File: config.mk
export PLATFORM = sky130hd
export DESIGN_NAME = ttks_front
export DESIGN_NICKNAME = d
export VERILOG_FILES = /design/src/ttks_pkg.sv /design/src/ttks_front.sv
export SDC_FILE = /design/constraint.sdc
export NUM_CORES = 1
export LEC_CHECK = 0
export ABC_AREA = 1
export BUFFER_PORTS_ARGS = -buffer_cell sky130_fd_sc_hd__buf_2
export CAP_MARGIN = 30
export CORE_MARGIN = 1.5
export CORE_UTILIZATION = 38
export DETAILED_ROUTE_END_ITERATION = 10
export GPL_TIMING_DRIVEN = 0
export PLACE_DENSITY = 0.94
export SETUP_SLACK_MARGIN = 0.3
export SLEW_MARGIN = 20
export SYNTH_ARGS = -nofsm -noshare
export SYNTH_HDL_FRONTEND = slang
export SYNTH_SLANG_ARGS = --single-unit
File: constraint.sdc
create_clock -name clk -period 1.9 [get_ports clk]
set_input_delay 0.19 -clock clk [delete_from_list [all_inputs] [get_ports clk]]
set_output_delay 0.19 -clock clk [all_outputs]
set_load 0.01 [all_outputs]
File: src/ttks_pkg.sv
// Shared types, codes and small helper functions of the text-to-keystroke sequencer.
// Depends on nothing; every other file but ttks_ram imports it.
`timescale 1ns / 1ps

package ttks_pkg;

  // Input command codes.
  localparam logic IN_LOAD = 1'b0;
  localparam logic IN_BYTE = 1'b1;

  // Character codes that map to the delete key.
  localparam logic [15:0] CODE_BACKSPACE = 16'h0008;
  localparam logic [15:0] CODE_DELETE    = 16'h007F;

  // Lead byte patterns of two- and three-byte sequences.
  localparam logic [7:0] LEAD2_MASK = 8'hE0;
  localparam logic [7:0] LEAD2_VAL  = 8'hC0;
  localparam logic [7:0] LEAD3_MASK = 8'hF0;
  localparam logic [7:0] LEAD3_VAL  = 8'hE0;

  // Digit range for the digit-key skip option.
  localparam logic [15:0] CHAR_ZERO = 16'h0030;
  localparam logic [15:0] CHAR_NINE = 16'h0039;

  // Modifier bits.
  localparam int MOD_SHIFT_BIT = 0;
  localparam int MOD_ALT_BIT   = 1;

  // Register indexes on the configuration port.
  localparam logic [2:0] REG_ENTRIES = 3'd0;
  localparam logic [2:0] REG_SHIFT   = 3'd1;
  localparam logic [2:0] REG_ALT     = 3'd2;
  localparam logic [2:0] REG_DELETE  = 3'd3;
  localparam logic [2:0] REG_SKIP    = 3'd4;

  typedef enum logic [1:0] {
    OP_LOAD,
    OP_LOOKUP,
    OP_DELETE
  } op_t;

  // One request from the front to the back. For lookups the code sits in chars[15:0].
  typedef struct packed {
    op_t         op;
    logic [5:0]  index;
    logic [63:0] chars;
    logic [9:0]  scan;
  } cmd_t;

  typedef struct packed {
    logic [6:0] entries_in_use;
    logic [9:0] shift_scan;
    logic [9:0] alt_scan;
    logic [9:0] delete_scan;
    logic       skip_digits;
  } cfg_t;

  typedef enum logic [1:0] {
    BK_IDLE,
    BK_SCAN,
    BK_EMIT
  } back_state_t;

  typedef enum logic [2:0] {
    STEP_SHIFT_PRESS,
    STEP_ALT_PRESS,
    STEP_KEY_PRESS,
    STEP_KEY_RELEASE,
    STEP_ALT_RELEASE,
    STEP_SHIFT_RELEASE
  } step_t;

  function automatic step_t first_step(input logic [1:0] mods);
    if (mods[MOD_SHIFT_BIT]) return STEP_SHIFT_PRESS;
    if (mods[MOD_ALT_BIT])   return STEP_ALT_PRESS;
    return STEP_KEY_PRESS;
  endfunction

  function automatic step_t final_step(input logic [1:0] mods);
    if (mods[MOD_SHIFT_BIT]) return STEP_SHIFT_RELEASE;
    if (mods[MOD_ALT_BIT])   return STEP_ALT_RELEASE;
    return STEP_KEY_RELEASE;
  endfunction

  function automatic step_t next_step(input step_t s, input logic [1:0] mods);
    step_t r;
    case (s)
      STEP_SHIFT_PRESS:   r = mods[MOD_ALT_BIT] ? STEP_ALT_PRESS : STEP_KEY_PRESS;
      STEP_ALT_PRESS:     r = STEP_KEY_PRESS;
      STEP_KEY_PRESS:     r = STEP_KEY_RELEASE;
      STEP_KEY_RELEASE:   r = mods[MOD_ALT_BIT] ? STEP_ALT_RELEASE : STEP_SHIFT_RELEASE;
      STEP_ALT_RELEASE:   r = STEP_SHIFT_RELEASE;
      default:            r = STEP_SHIFT_RELEASE;
    endcase
    return r;
  endfunction

endpackage

File: src/ttks_front.sv
// Front end: accepts input items, merges typed bytes into character codes and queues
// table loads and complete codes. Depends on ttks_pkg.
`timescale 1ns / 1ps

module ttks_front
  import ttks_pkg::*;
(
  input  logic        clk,
  input  logic        rst,
  input  logic        push,
  output logic        full,
  input  logic        cmd,
  input  logic [5:0]  entry_index,
  input  logic [15:0] plain_char,
  input  logic [15:0] shifted_char,
  input  logic [15:0] alt_char,
  input  logic [15:0] shift_alt_char,
  input  logic [9:0]  entry_scan_code,
  input  logic [7:0]  typed_byte,
  output logic        q_push,
  output cmd_t        q_cmd,
  input  logic        q_full
);

  logic [1:0]  pending;
  logic [1:0]  pending_next;
  logic [15:0] partial;
  logic [15:0] partial_next;
  logic        accept;

  assign full   = q_full;
  assign accept = push && !q_full;

  always_ff @(posedge clk) begin
    if (rst) begin
      pending <= 2'd0;
      partial <= 16'd0;
    end else begin
      pending <= pending_next;
      partial <= partial_next;
    end
  end

  always_comb begin
    logic [15:0] code;
    logic        emit;
    code         = {8'd0, typed_byte};
    emit         = 1'b0;
    pending_next = pending;
    partial_next = partial;
    q_push       = 1'b0;
    q_cmd        = '0;
    q_cmd.op     = OP_LOAD;
    q_cmd.index  = entry_index;
    q_cmd.chars  = {shift_alt_char, alt_char, shifted_char, plain_char};
    q_cmd.scan   = entry_scan_code;
    if (accept) begin
      if (cmd == IN_LOAD) begin
        q_push = 1'b1;
      end else if (pending == 2'd2) begin
        partial_next = partial + {4'd0, typed_byte[5:0], 6'd0};
        pending_next = 2'd1;
      end else if (pending == 2'd1) begin
        code         = partial + {10'd0, typed_byte[5:0]};
        emit         = 1'b1;
        pending_next = 2'd0;
        partial_next = 16'd0;
      end else if ((typed_byte & LEAD2_MASK) == LEAD2_VAL) begin
        partial_next = {5'd0, typed_byte[4:0], 6'd0};
        pending_next = 2'd1;
      end else if ((typed_byte & LEAD3_MASK) == LEAD3_VAL) begin
        partial_next = {typed_byte[3:0], 12'd0};
        pending_next = 2'd2;
      end else begin
        emit = 1'b1;
      end
    end
    if (emit) begin
      q_push      = 1'b1;
      q_cmd.op    = (code inside {CODE_BACKSPACE, CODE_DELETE}) ? OP_DELETE : OP_LOOKUP;
      q_cmd.chars = {48'd0, code};
    end
  end

endmodule

==> metrics.csv <==
metric,value,unit
syn_area_per_cell,5.27,sq um
Hold Path Stages,2,
Final nets,648,
gr usage total,29.1,%
post-synth top area share,15.7,%
"Async S/R FF share, synth",0,%
IO Pins,177,
worst slew pin tran,0.294,ns
crit-path cells,inv_4 > ha_4 > inv_4 > nand2_8 > nor2_4 > nand2_2 > nand2_1 > nand2_1 > nand2_2 > inv_2 > nor3_4 > buf_2,
root buffer cell,clkbuf_8,
hold wc startpoint,rst,
clock skew,0.00773,ns
worst-case clock buffer depth,2,
Yosys cell types,26,
CTS sink cnt,12,
Final Cell Area,3390,sq um
core outline area,4790,sq um
#FFs+latches synth,12,
GP Congestion,1.04,
layout cell share with drive strength beyond 1,53.8,%
initial antenna violation count,0,
"top cells by count, synth","inv_1, nand2_1, nor2_1",
FF-to-FF End,partial[12],
DR DRC count,0,
CP endpoint kind,output pin,
setup TNS,-0.730,ns
pin count of the biggest net entering global routing,11,
Fin. Hold Viols,0,
Vias,3036,
WL met1,3530,um
most frequent cell after synthesis,inv_1,
Max-cap violations,0,
"Seq/Total Area, Yosys",12.6,%
IO buf count,160,
Syn Nets,464,
P per Cell Area,337,nW/um^2
WP data arrival,1.79,ns
final critical-path share of the clock period,104,%
wire length on met2,4380,um
die height,73.8,um
first-pass GRT wire length,12200,um
clk_lat worst skew,0.26,ns
fmax,0.505,GHz
std cell rows,25,
Vias/cell,4.96,
CP startpoint kind,flip-flop,
Hold Path End,partial[9],
average routed wire per standard cell,15.0,um
vias in the first global route,2610,
die area,5450,sq um
Crit path max-delay family,simple AND/OR/NAND/NOR gates,
H-tree depth,1,
Final WS setup,-0.0786,ns
Starting Density,39.8,%
Yosys warnings,0,
n_diodes,0,
Routed Antenna Nets,0,
unrepaired setup endpoints after global routing,yes,
CTS tree,yes,
"Max FO, Critical Path",4,
DR top layer,met4,
pre-CTS WS,-0.0109,ns
Max stage delay on crit path,0.38,ns
"area leader, netlist",inv_1,
CP max stage cell,dfxtp_4,
Util after Layout,70.9,%
clock transition at the registers of the reported paths,0.07,ns
CP Class,flip-flop to output pin,
Iter 0 DRT Violations,262,
Post-synth EDFFs,0,
cell area after synthesis,1910,sq um
CP Buf/Inv Count,4,
violated checks,negative setup slack,
Post-Layout Cell Count,612,
HPWL Detailed,6750,um
Critical R2R Launch,partial[6],
routed wl met3,1110,um
R2R Setup Slk,0.29,ns
final setup fails,23,
Synth-to-Final Area Change,78.0,%
die span in x,73.8,um
area of placed instances,2790,sq um
First-pass DRT Iterations,5,
Num CTS Buffers,3,
status,"complete, but fails checks",
Min-Delay Path Class,input port to flip-flop,
Main synth FF type,dfxtp_1,
routed wire length,9180,um
synth top area cells,"inv_1, nand2_1, nor2_1",
gr ovfl total,0,
dpl cells,589,
Hold Buf Count CTS,0,
synthesized instance count,362,
minimum clock period,1.98,ns
LEAKAGE,1.97,nW
"Slew Viols, Final",0,
required time of the critical path,1.71,ns
Reg2Reg Depth,11,
maximum vdd drop,0.000184,V
Slew headroom,80.3,%
==> how the worst max path moves through the flow <==
stage | from | end | cells past startpoint
final | pending[0] | q_cmd[81] | 12
after global routing | pending[0] | q_cmd[80] | 11
after CTS | pending[1] | q_cmd[81] | 9
after detailed placement | pending[0] | q_cmd[81] | 10
after global placement | pending[0] | q_cmd[81] | 10
after floorplan | pending[0] | q_cmd[22] | 7
==> cells by family after synthesis <==
logic type | Yosys count | share of synthesized area, %
simple gates | 172 | 38.8
flops | 12 | 12.6
buf+inv | 113 | 26.4
compound gates | 56 | 15.9
fa+ha+maj | 9 | 6.30
==> cell type report <==
class / count / area, sq um
Fill cell: 388 / 1390
Tap cell: 67 / 83.8
Clock buffer: 4 / 55.1
Inverter: 85 / 334
Multi-Input combinational cell: 237 / 1450
Timing Repair Buffer: 179 / 967
Sequential cell: 12 / 254
Buffer: 28 / 246
==> state kept, by name (all words and copies together) (netlist names) <==
register	cells
partial	10
pending	2
==> routing by layer <==
| metal | global-route usage (%) | vias up |
|---|---|---|
| li1 | - | 1462 |
| met5 | 0 | - |
| met2 | 46.3 | 219 |
| met4 | 7.41 | 0 |
| met1 | 39.3 | 1337 |
| met3 | 6.86 | 18 |
==> metrics by stage <==
step | power, W | hold slack [ns]
4_1_cts | 0.00106 | 0.190
3_5_place_dp | 0.000744 | 0.458
5_1_grt | 0.00120 | 0.188
3_3_place_gp | 0.000735 | 0.454
6_report | 0.00114 | 0.178
2_1_floorplan | 0.000506 | 0.259
==> worst reg2reg max path, cell delays in order (launching register included) <==
cell	delay (ns)
dfxtp_2	0.35
ha_4	0.14
inv_2	0.04
fa_2	0.32
inv_2	0.08
nand3_2	0.09
nand2_2	0.12
nand3_2	0.09
nand2_1	0.08
nand2_1	0.07
nand3_2	0.08
a21oi_2	0.05
==> layout by cell type, fill, tap and decap left out, drive strengths merged <==
master,n
nand4,1
o31ai,3
or2,1
a21oi,19
nor3,4
nor2,68
o21ai,28
ha,8
inv,85
fa,1
nand3,30
nand2,68
buf,205
clkbuf,6
dfxtp,12
a31oi,6
==> repair_timing <==
item,4_1_cts,5_1_grt
setup endpoints to repair,70,77
setup buffers,12,4
gates cloned,1,2
gates resized for setup,42,76
pin swaps,12,3
==> where the power goes <==
group	total (W)	internal [W]	switching, W
clock network	0.000311	0.000184	0.000127
logic	0.000573	0.000263	0.000310
registers	0.000259	0.000253	0.00000559
Power figures use the tool's default switching activity.
