`src/ttks_pkg.sv`:
```
// Shared types, codes and small helper functions of the text-to-keystroke sequencer.
// Depends on nothing; every other file but ttks_ram imports it.
`timescale 1ns / 1ps

package ttks_pkg;

  // Input command codes.
  localparam logic IN_LOAD = 1'b0;
  localparam logic IN_BYTE = 1'b1;

  // Character codes that map to the delete key.
  localparam logic [15:0] CODE_BACKSPACE = 16'h0008;
  localparam logic [15:0] CODE_DELETE    = 16'h007F;

  // Lead byte patterns of two- and three-byte sequences.
  localparam logic [7:0] LEAD2_MASK = 8'hE0;
  localparam logic [7:0] LEAD2_VAL  = 8'hC0;
  localparam logic [7:0] LEAD3_MASK = 8'hF0;
  localparam logic [7:0] LEAD3_VAL  = 8'hE0;

  // Digit range for the digit-key skip option.
  localparam logic [15:0] CHAR_ZERO = 16'h0030;
  localparam logic [15:0] CHAR_NINE = 16'h0039;

  // Modifier bits.
  localparam int MOD_SHIFT_BIT = 0;
  localparam int MOD_ALT_BIT   = 1;

  // Register indexes on the configuration port.
  localparam logic [2:0] REG_ENTRIES = 3'd0;
  localparam logic [2:0] REG_SHIFT   = 3'd1;
  localparam logic [2:0] REG_ALT     = 3'd2;
  localparam logic [2:0] REG_DELETE  = 3'd3;
  localparam logic [2:0] REG_SKIP    = 3'd4;

  typedef enum logic [1:0] {
    OP_LOAD,
    OP_LOOKUP,
    OP_DELETE
  } op_t;

  // One request from the front to the back. For lookups the code sits in chars[15:0].
  typedef struct packed {
    op_t         op;
    logic [5:0]  index;
    logic [63:0] chars;
    logic [9:0]  scan;
  } cmd_t;

  typedef struct packed {
    logic [6:0] entries_in_use;
    logic [9:0] shift_scan;
    logic [9:0] alt_scan;
    logic [9:0] delete_scan;
    logic       skip_digits;
  } cfg_t;

  typedef enum logic [1:0] {
    BK_IDLE,
    BK_SCAN,
    BK_EMIT
  } back_state_t;

  typedef enum logic [2:0] {
    STEP_SHIFT_PRESS,
    STEP_ALT_PRESS,
    STEP_KEY_PRESS,
    STEP_KEY_RELEASE,
    STEP_ALT_RELEASE,
    STEP_SHIFT_RELEASE
  } step_t;

  function automatic step_t first_step(input logic [1:0] mods);
    if (mods[MOD_SHIFT_BIT]) return STEP_SHIFT_PRESS;
    if (mods[MOD_ALT_BIT])   return STEP_ALT_PRESS;
    return STEP_KEY_PRESS;
  endfunction

  function automatic step_t final_step(input logic [1:0] mods);
    if (mods[MOD_SHIFT_BIT]) return STEP_SHIFT_RELEASE;
    if (mods[MOD_ALT_BIT])   return STEP_ALT_RELEASE;
    return STEP_KEY_RELEASE;
  endfunction

  function automatic step_t next_step(input step_t s, input logic [1:0] mods);
    step_t r;
    case (s)
      STEP_SHIFT_PRESS:   r = mods[MOD_ALT_BIT] ? STEP_ALT_PRESS : STEP_KEY_PRESS;
      STEP_ALT_PRESS:     r = STEP_KEY_PRESS;
      STEP_KEY_PRESS:     r = STEP_KEY_RELEASE;
      STEP_KEY_RELEASE:   r = mods[MOD_ALT_BIT] ? STEP_ALT_RELEASE : STEP_SHIFT_RELEASE;
      STEP_ALT_RELEASE:   r = STEP_SHIFT_RELEASE;
      default:            r = STEP_SHIFT_RELEASE;
    endcase
    return r;
  endfunction

endpackage

```
`src/ttks_fifo.sv`:
```
// Short request queue between the front and the back of the sequencer.
// Depends on ttks_pkg for the request type.
`timescale 1ns / 1ps

module ttks_fifo
  import ttks_pkg::*;
#(
  parameter int DEPTH = 2,
  localparam int PW = (DEPTH > 1) ? $clog2(DEPTH) : 1,
  localparam int CW = $clog2(DEPTH + 1)
) (
  input  logic clk,
  input  logic rst,
  input  logic wr_en,
  input  cmd_t wr_data,
  output logic full,
  input  logic rd_en,
  output cmd_t rd_data,
  output logic not_empty
);

  cmd_t          slots [DEPTH];
  logic [PW-1:0] wr_ptr;
  logic [PW-1:0] rd_ptr;
  logic [CW-1:0] count;
  logic          do_wr;
  logic          do_rd;

  assign full      = (count == CW'(DEPTH));
  assign not_empty = (count != '0);
  assign do_wr     = wr_en && !full;
  assign do_rd     = rd_en && not_empty;
  assign rd_data   = slots[rd_ptr];

  function automatic logic [PW-1:0] bump(input logic [PW-1:0] p);
    return (p == PW'(DEPTH - 1)) ? '0 : p + 1'b1;
  endfunction

  always_ff @(posedge clk) begin
    if (rst) begin
      wr_ptr <= '0;
      rd_ptr <= '0;
      count  <= '0;
    end else begin
      if (do_wr) wr_ptr <= bump(wr_ptr);
      if (do_rd) rd_ptr <= bump(rd_ptr);
      if (do_wr && !do_rd)      count <= count + 1'b1;
      else if (do_rd && !do_wr) count <= count - 1'b1;
    end
  end

  always_ff @(posedge clk) begin
    if (do_wr) slots[wr_ptr] <= wr_data;
  end

endmodule

```
`config.mk`:
```
export PLATFORM = sky130hd
export DESIGN_NAME = ttks_fifo
export DESIGN_NICKNAME = d
export VERILOG_FILES = /design/src/ttks_pkg.sv /design/src/ttks_fifo.sv
export SDC_FILE = /design/constraint.sdc
export NUM_CORES = 1
export LEC_CHECK = 0
export ABC_AREA = 1
export ABC_CLOCK_PERIOD_IN_PS = 7490
export BUFFER_PORTS_ARGS = -buffer_cell sky130_fd_sc_hd__buf_4
export CAP_MARGIN = 20
export CORE_MARGIN = 2
export CORE_UTILIZATION = 47
export DETAILED_ROUTE_END_ITERATION = 16
export GPL_TIMING_DRIVEN = 0
export PLACE_DENSITY = 0.79
export SYNTH_ARGS = -nofsm -noshare
export SYNTH_HDL_FRONTEND = slang
export SYNTH_SLANG_ARGS = --single-unit
```
`constraint.sdc`:
```
create_clock -name clk -period 7.49 [get_ports clk]
set_input_delay 2.247 -clock clk [delete_from_list [all_inputs] [get_ports clk]]
set_output_delay 2.247 -clock clk [all_outputs]
set_load 0.05 [all_outputs]
```
==> flow_summary_export.csv, run 1 <==
group,metric,value,unit
route,wl_per_cell,16.4,um
yosys,ys_types,15,
route,route.met3.wl,734,um
power_and_ir_drop,max-vdd-ir-drop,0.238,mV
timing,fin_crit_sh,52.4,%
yosys,yosys.area.top_type,"edfxtp_1",
yosys,synth_top_area_share,75.1,%
placement,port_buffers,169,
route,routed.top_layer,"met4",
route,first_pass_iters,4,
power_and_ir_drop,p_int,2.23,mW
timing,fin_crit,3920,ps
final_layout,diodes,0,
setup_path,cpPeakStageDelay,320,ps
setup_path,crit_type,"flop to primary output",
clock_network,cts_hold_buf,0,
setup_path,end_kind,"primary output",
route,met2_length,5890,um
floorplanning,coreArea,0.0138,mm2
final_layout,fin_util,63.8,%
yosys,syn-num-nets,379,
route,drc,0,
setup_path,path_max_fanout,10,
power_and_ir_drop,swShare,33.6,%
timing,slew_headroom,36.0,%
setup_path,cp.required,5240,ps
yosys,syn_inst,292,
floorplanning,rows,43,
timing,worst_pin_slew,957,ps
setup_path,cp_slowest_cell,"dfxtp_1",
clock_network,clk_pin_slew,60,ps
power_and_ir_drop,p_clk_share,26.5,%
clock_network,htree_num_levels,4,
final_layout,syn2layout_area_growth,34.0,%
global_routing,grt_overflow,0,
route,vias_per_cell,4.82,
run_status,status,"finished clean",
power_and_ir_drop,total_power,3.35,mW
timing,grt_setup_unrepaired,"no",
route,routed_wl,11100,um
power_and_ir_drop,pwr-share-comb,36.9,%
placement,gp_congestion,0.659,
yosys,yosys_warnings,0,
floorplanning,start_util,47.6,%
setup_path,critical_path.cell_chain,"buf_6, buf_12, mux2_4, buf_4",
timing,finalSetupViolCount,0,
timing,finClkSkew,6.43,ps
power_and_ir_drop,pwr-share-seq,36.7,%
worst_hold_path,hp-class,"flop to flop",
global_routing,grt_pass1_wl,16800,um
setup_path,critPathArrivalTime,1680,ps
run,maxCapViolCount,0,
final_layout,drive_gt1_share,59.0,%
clock_network,cts_resized,0,
final_layout,final_nets,572,
timing,hold_violations,0,
yosys,syn_area_per_cell,22.5,um2
clock_network,cts-root-buf,"clkbuf_16",
timing,slew_violations,0,
yosys,synth_area,0.00656,mm2
power_and_ir_drop,power_density,381,mW/mm2
yosys,yosysSeqAreaShare,76.6,%
yosys,synth.ff_latch_count,169,
route,drt_iter0_drc,192,
floorplanning,io_pins,170,
route,num_vias,3268,
floorplanning,dieWidth,122,um
clock_network,clock_latency,410,ps
power_and_ir_drop,p_leak,3.48,nW
global_routing,grt_usage,15.2,%
route,final_antenna_net_count,0,
clock_network,cts_buffers,17,
global_routing,grt_max_degree,33,
floorplanning,die_area,0.0149,mm2
route,wl_met1,4310,um
power_and_ir_drop,switching_power,1.12,mW
timing,tns,0,ps
clock_network,clock_sinks,169,
yosys,netlist_top_cells_area,"edfxtp_1 75%, mux2_4 18%, buf_12 2.4%",
clock_network,cts_buffer_depth,2,
floorplanning,die_h,122,um
global_routing,grt_pass1_vias,3393,
clock_network,postCtsSetupBuffers,0,
global_routing,antenna_found_initial,0,
timing,max_clock_freq,255,MHz
placement,dpl.hpwl,7650,um
clock_network,cts_tree,"yes",
setup_path,cp-start-kind,"flop",
## cells in the final DEF, fill, tap and decap left out, types with 4 or more instances in the layout
cell | synthesis | layout
buf_4 | 0 | 169
edfxtp_1 | 164 | 164
mux2_4 | 80 | 80
clkbuf_16 | 0 | 17
buf_12 | 8 | 11
inv_1 | 8 | 8
nand2_1 | 7 | 7
nor2_1 | 8 | 6
dfxtp_1 | 5 | 5
bufinv_16 | 0 | 4
clkinv_1 | 0 | 4
## flip-flops by register name, summed over array words and instances (netlist names), named ones only
name / count
wr_ptr: 1
slots: 164
count: 2
rd_ptr: 1
## synthesized netlist by cell type, drive strengths merged
| cell type | n |
|---|---|
| a21oi | 2 |
| buf | 9 |
| dfxtp | 5 |
| edfxtp | 164 |
| ha | 1 |
| inv | 8 |
| mux2 | 82 |
| nand2 | 7 |
| nand3 | 2 |
| nand4 | 1 |
| nor2 | 8 |
| o21ai | 3 |
## power by group through the flow
stage | Clock (mW) | Combinational, mW | Sequential, mW
after detailed placement | 0 | 1.25 | 1.25
after global routing | 0.948 | 1.29 | 1.24
after CTS | 0.909 | 1.25 | 1.23
after global placement | 0 | 1.20 | 1.27
after floorplan | 0 | 0.915 | 1.26
final | 0.887 | 1.23 | 1.23
## logic make-up after synthesis
logic type	Yosys count	share of synthesized area, %
buffers and inverters	17	3.07
and+or+nand+nor	18	1.11
DFF	169	76.6
AOI/OAI and AO/OA	5	0.381
muxes	82	18.7
adders and majority gates	1	0.191
## path summary, 6_finish.rpt
kind | slack [ps] | depth (start not counted) | endpoint | from
worst max register to register | 5450 | 4 | slots[0][55] | count[1]
worst min register to register | 500 | 2 | flop | rd_ptr
worst max-delay path | 3570 | 4 | rd_data[61] | flop
worst min-delay path | 500 | 2 | flop | rd_ptr
## critical path, delay by kind of cell, from the launching register on
kind,cells,cell delay [ps]
buf+inv,3,620
flops,1,320
mux,1,310
## through the flow
stage                     hold slack [ps]  cells  setup WS [ps]  instance area (um2)
after detailed placement              496    646           3530                 8180
after global routing                  535    678           3510                 8790
after CTS                             510    678           3530                 8790
after global placement                478    641           -741                 8050
after floorplan                       465    292           1200                 6560
final                                 504    678           3570                 8790
## final cells by class
cell class | count | area (um2)
plain buffers | 9 | 171
clock buffers | 18 | 429
flip-flops and latches | 169 | 5020
clock inverters | 14 | 179
multi-input cells | 106 | 1350
fillers | 1004 | 4980
well taps | 180 | 225
inverters | 8 | 30.0
repair buffers | 174 | 1380
## per-layer routing
metal,vias to the layer above,track usage [%]
met5,-,0
met4,0,6.54
met3,15,4.73
met2,113,26.1
met1,1614,17.5
li1,1526,-
(Power assumes the default switching activity.)
==> run 2, diff against run 1 <==
--- a/config.mk
+++ b/config.mk
@@ -6,14 +6,14 @@
 export NUM_CORES = 1
 export LEC_CHECK = 0
 export ABC_AREA = 1
-export ABC_CLOCK_PERIOD_IN_PS = 7490
+export ABC_CLOCK_PERIOD_IN_PS = 3170
 export BUFFER_PORTS_ARGS = -buffer_cell sky130_fd_sc_hd__buf_4
 export CAP_MARGIN = 20
 export CORE_MARGIN = 2
 export CORE_UTILIZATION = 47
 export DETAILED_ROUTE_END_ITERATION = 16
 export GPL_TIMING_DRIVEN = 0
-export PLACE_DENSITY = 0.79
+export PLACE_DENSITY = 0.82
 export SYNTH_ARGS = -nofsm -noshare
 export SYNTH_HDL_FRONTEND = slang
 export SYNTH_SLANG_ARGS = --single-unit
==> constraint.sdc (replaced) <==
create_clock -name clk -period 3.17 [get_ports clk]
set_input_delay 0.951 -clock clk [delete_from_list [all_inputs] [get_ports clk]]
set_output_delay 0.951 -clock clk [all_outputs]
set_load 0.05 [all_outputs]
==> flow_summary_export.csv, run 2 (synthesized netlist as in run 1, its figures left out) <==
group,metric,value,unit
final_layout,n_fill_cell,995,
final_layout,final_common_cell,"buf_4",
route,vias_per_cell,4.76,
clock_network,cts_buffer_depth,2,
placement,dpl.cell_count,647,
floorplanning,rows,43,
route,drt_iter0_drc,126,
run,maxCapViolCount,0,
timing,finalSetupViolCount,0,
clock_network,clock_sinks,169,
timing,slew_headroom,57.2,%
clock_network,cts_tree,"yes",
clock_network,cts_buffers,17,
placement,place_ws,576,ps
setup_path,cp.required,2220,ps
clock_network,clk_pin_slew,60,ps
placement,gp_congestion,0.673,
timing,hold_violations,0,
clock_network,cts_hold_buf,0,
power_and_ir_drop,total_power,7.82,mW
floorplanning,die_h,122,um
setup_path,endpoint,"rd_data[47]",
global_routing,grt_overflow,0,
timing,grt_setup_unrepaired,"no",
timing,fin_crit,2620,ps
placement,dpl.hpwl,7800,um
setup_path,cp-start-kind,"flop",
clock_network,cts-root-buf,"clkbuf_16",
setup_path,ff2ff_setup_slack,1220,ps
final_layout,syn2layout_area_growth,34.0,%
setup_path,critical_path.cell_chain,"buf_6, buf_12, mux2_4, buf_4",
final_layout,drive_gt1_share,59.0,%
timing,max_clock_freq,381,MHz
global_routing,grt_pass1_vias,3391,
clock_network,postCtsSetupBuffers,0,
worst_hold_path,hp-class,"flop to flop",
setup_path,end_kind,"primary output",
setup_path,path_max_fanout,10,
setup_path,worst-path-buf-inv,3,
timing,tns,0,ps
timing,worst_slack,545,ps
timing,slew_violations,0,
final_layout,layout_common_cells,"169 x buf_4, 164 x edfxtp_1, 80 x mux2_4",
setup_path,cp_top_family,"buffers and inverters",
setup_path,crit_type,"flop to primary output",
final_layout,largest_reg_flops,164,
setup_path,cp.depth,4,
timing,finClkSkew,2.76,ps
placement,place_area,0.00822,mm2
timing,fin_crit_sh,82.8,%
setup_path,critPathArrivalTime,1670,ps
run_status,status,"finished clean",
route,first_pass_iters,4,
global_routing,grt_pass1_wl,16900,um
final_layout,largest_register,"slots",
route,drc,0,
final_layout,fin_cells,677,
timing,worst_pin_slew,641,ps
power_and_ir_drop,max-vdd-ir-drop,0.507,mV
final_layout,fin_area,0.00879,mm2
route,final_antenna_net_count,0,
final_layout,final_nets,573,
setup_path,cp_slowest_cell,"dfxtp_1",
setup_path,r2r-start,"count[1]",
final_layout,reg.largest.list,"slots: 164 flops, count: 2 flops",
floorplanning,die_area,0.0149,mm2
setup_path,cpPeakStageDelay,320,ps
setup_path,reg2reg_depth,5,
clock_network,cts_resized,0,
floorplanning,start_util,47.6,%
floorplanning,io_pins,170,
global_routing,grt_usage,15.5,%
clock_network,clock_latency,410,ps
global_routing,antenna_found_initial,0,
clock_network,htree_num_levels,4,
power_and_ir_drop,power_density,890,mW/mm2
floorplanning,dieWidth,122,um
route,wl_per_cell,16.6,um
final_layout,diodes,0,
global_routing,grt_max_degree,31,
route,num_vias,3220,
power_and_ir_drop,p_leak,3.47,nW
placement,port_buffers,169,
route,routed_wl,11200,um
setup_path,rr_endpoint,"slots[0][78]",
floorplanning,coreArea,0.0138,mm2
==> run 2: cell count changes in the layout (fill, tap and decap cells not counted), sizes merged <==
cell and delta:
inv -1, clkinv -5, bufinv -1, clkinvlp +1, clkbuf +4, buf +1
==> run 2: worst min path at each step <==
| stage | from | endpoint | slack, ps | cells past startpoint |
|---|---|---|---|---|
| after floorplan | rd_ptr | flop | 460 | 2 |
| after global placement | rd_ptr | rd_ptr | 480 | 2 |
| after detailed placement | rd_ptr | flop | 510 | 2 |
| after CTS | rd_ptr | flop | 520 | 2 |
| after global routing | rd_ptr | flop | 560 | 2 |
| final | rd_ptr | flop | 510 | 2 |
==> run 2: per-stage QoR <==
stage | hold slack [ps] | utilization, %
6_report | 510 | 63.8
5_1_grt | 556 | 63.8
4_1_cts | 520 | 63.8
3_5_place_dp | 506 | 59.7
3_3_place_gp | 482 | 58.5
2_1_floorplan | 465 | -
==> run 2: report_power, final <==
| part | internal [mW] | switching (mW) | total, mW |
|---|---|---|---|
| combinational | 1.15 | 1.80 | 2.94 |
| sequential | 2.82 | 0.0790 | 2.90 |
| clock | 1.23 | 0.754 | 1.98 |
| total | 5.20 | 2.63 | 7.82 |
==> run 2: final cells by class <==
class                   count  area [um2]  share of cell area, %
flip-flops and latches    169        5020                   57.2
repair buffers            175        1420                   16.1
multi-input cells         106        1350                   15.3
clock buffers              22         444                   5.05
well taps                 180         225                   2.56
plain buffers               9         171                   1.95
clock inverters             8         124                   1.41
inverters                   8        30.0                  0.342
==> run 2: worst reg2reg max path, stage by stage (launching register included) <==
cell and delay, ps:
dfxtp_1 310, inv_1 110, o21ai_1 190, nor2_4 560
buf_16 250, buf_12 200
==> run 2: routing by layer <==
metal  vias up  wire length [um]  GRT usage (%)
met5         -                 0              0
met4         0               286           7.33
met3        21               845           5.99
met2       121              5870           26.6
met1      1553              4210           16.7
li1       1525                 -              -
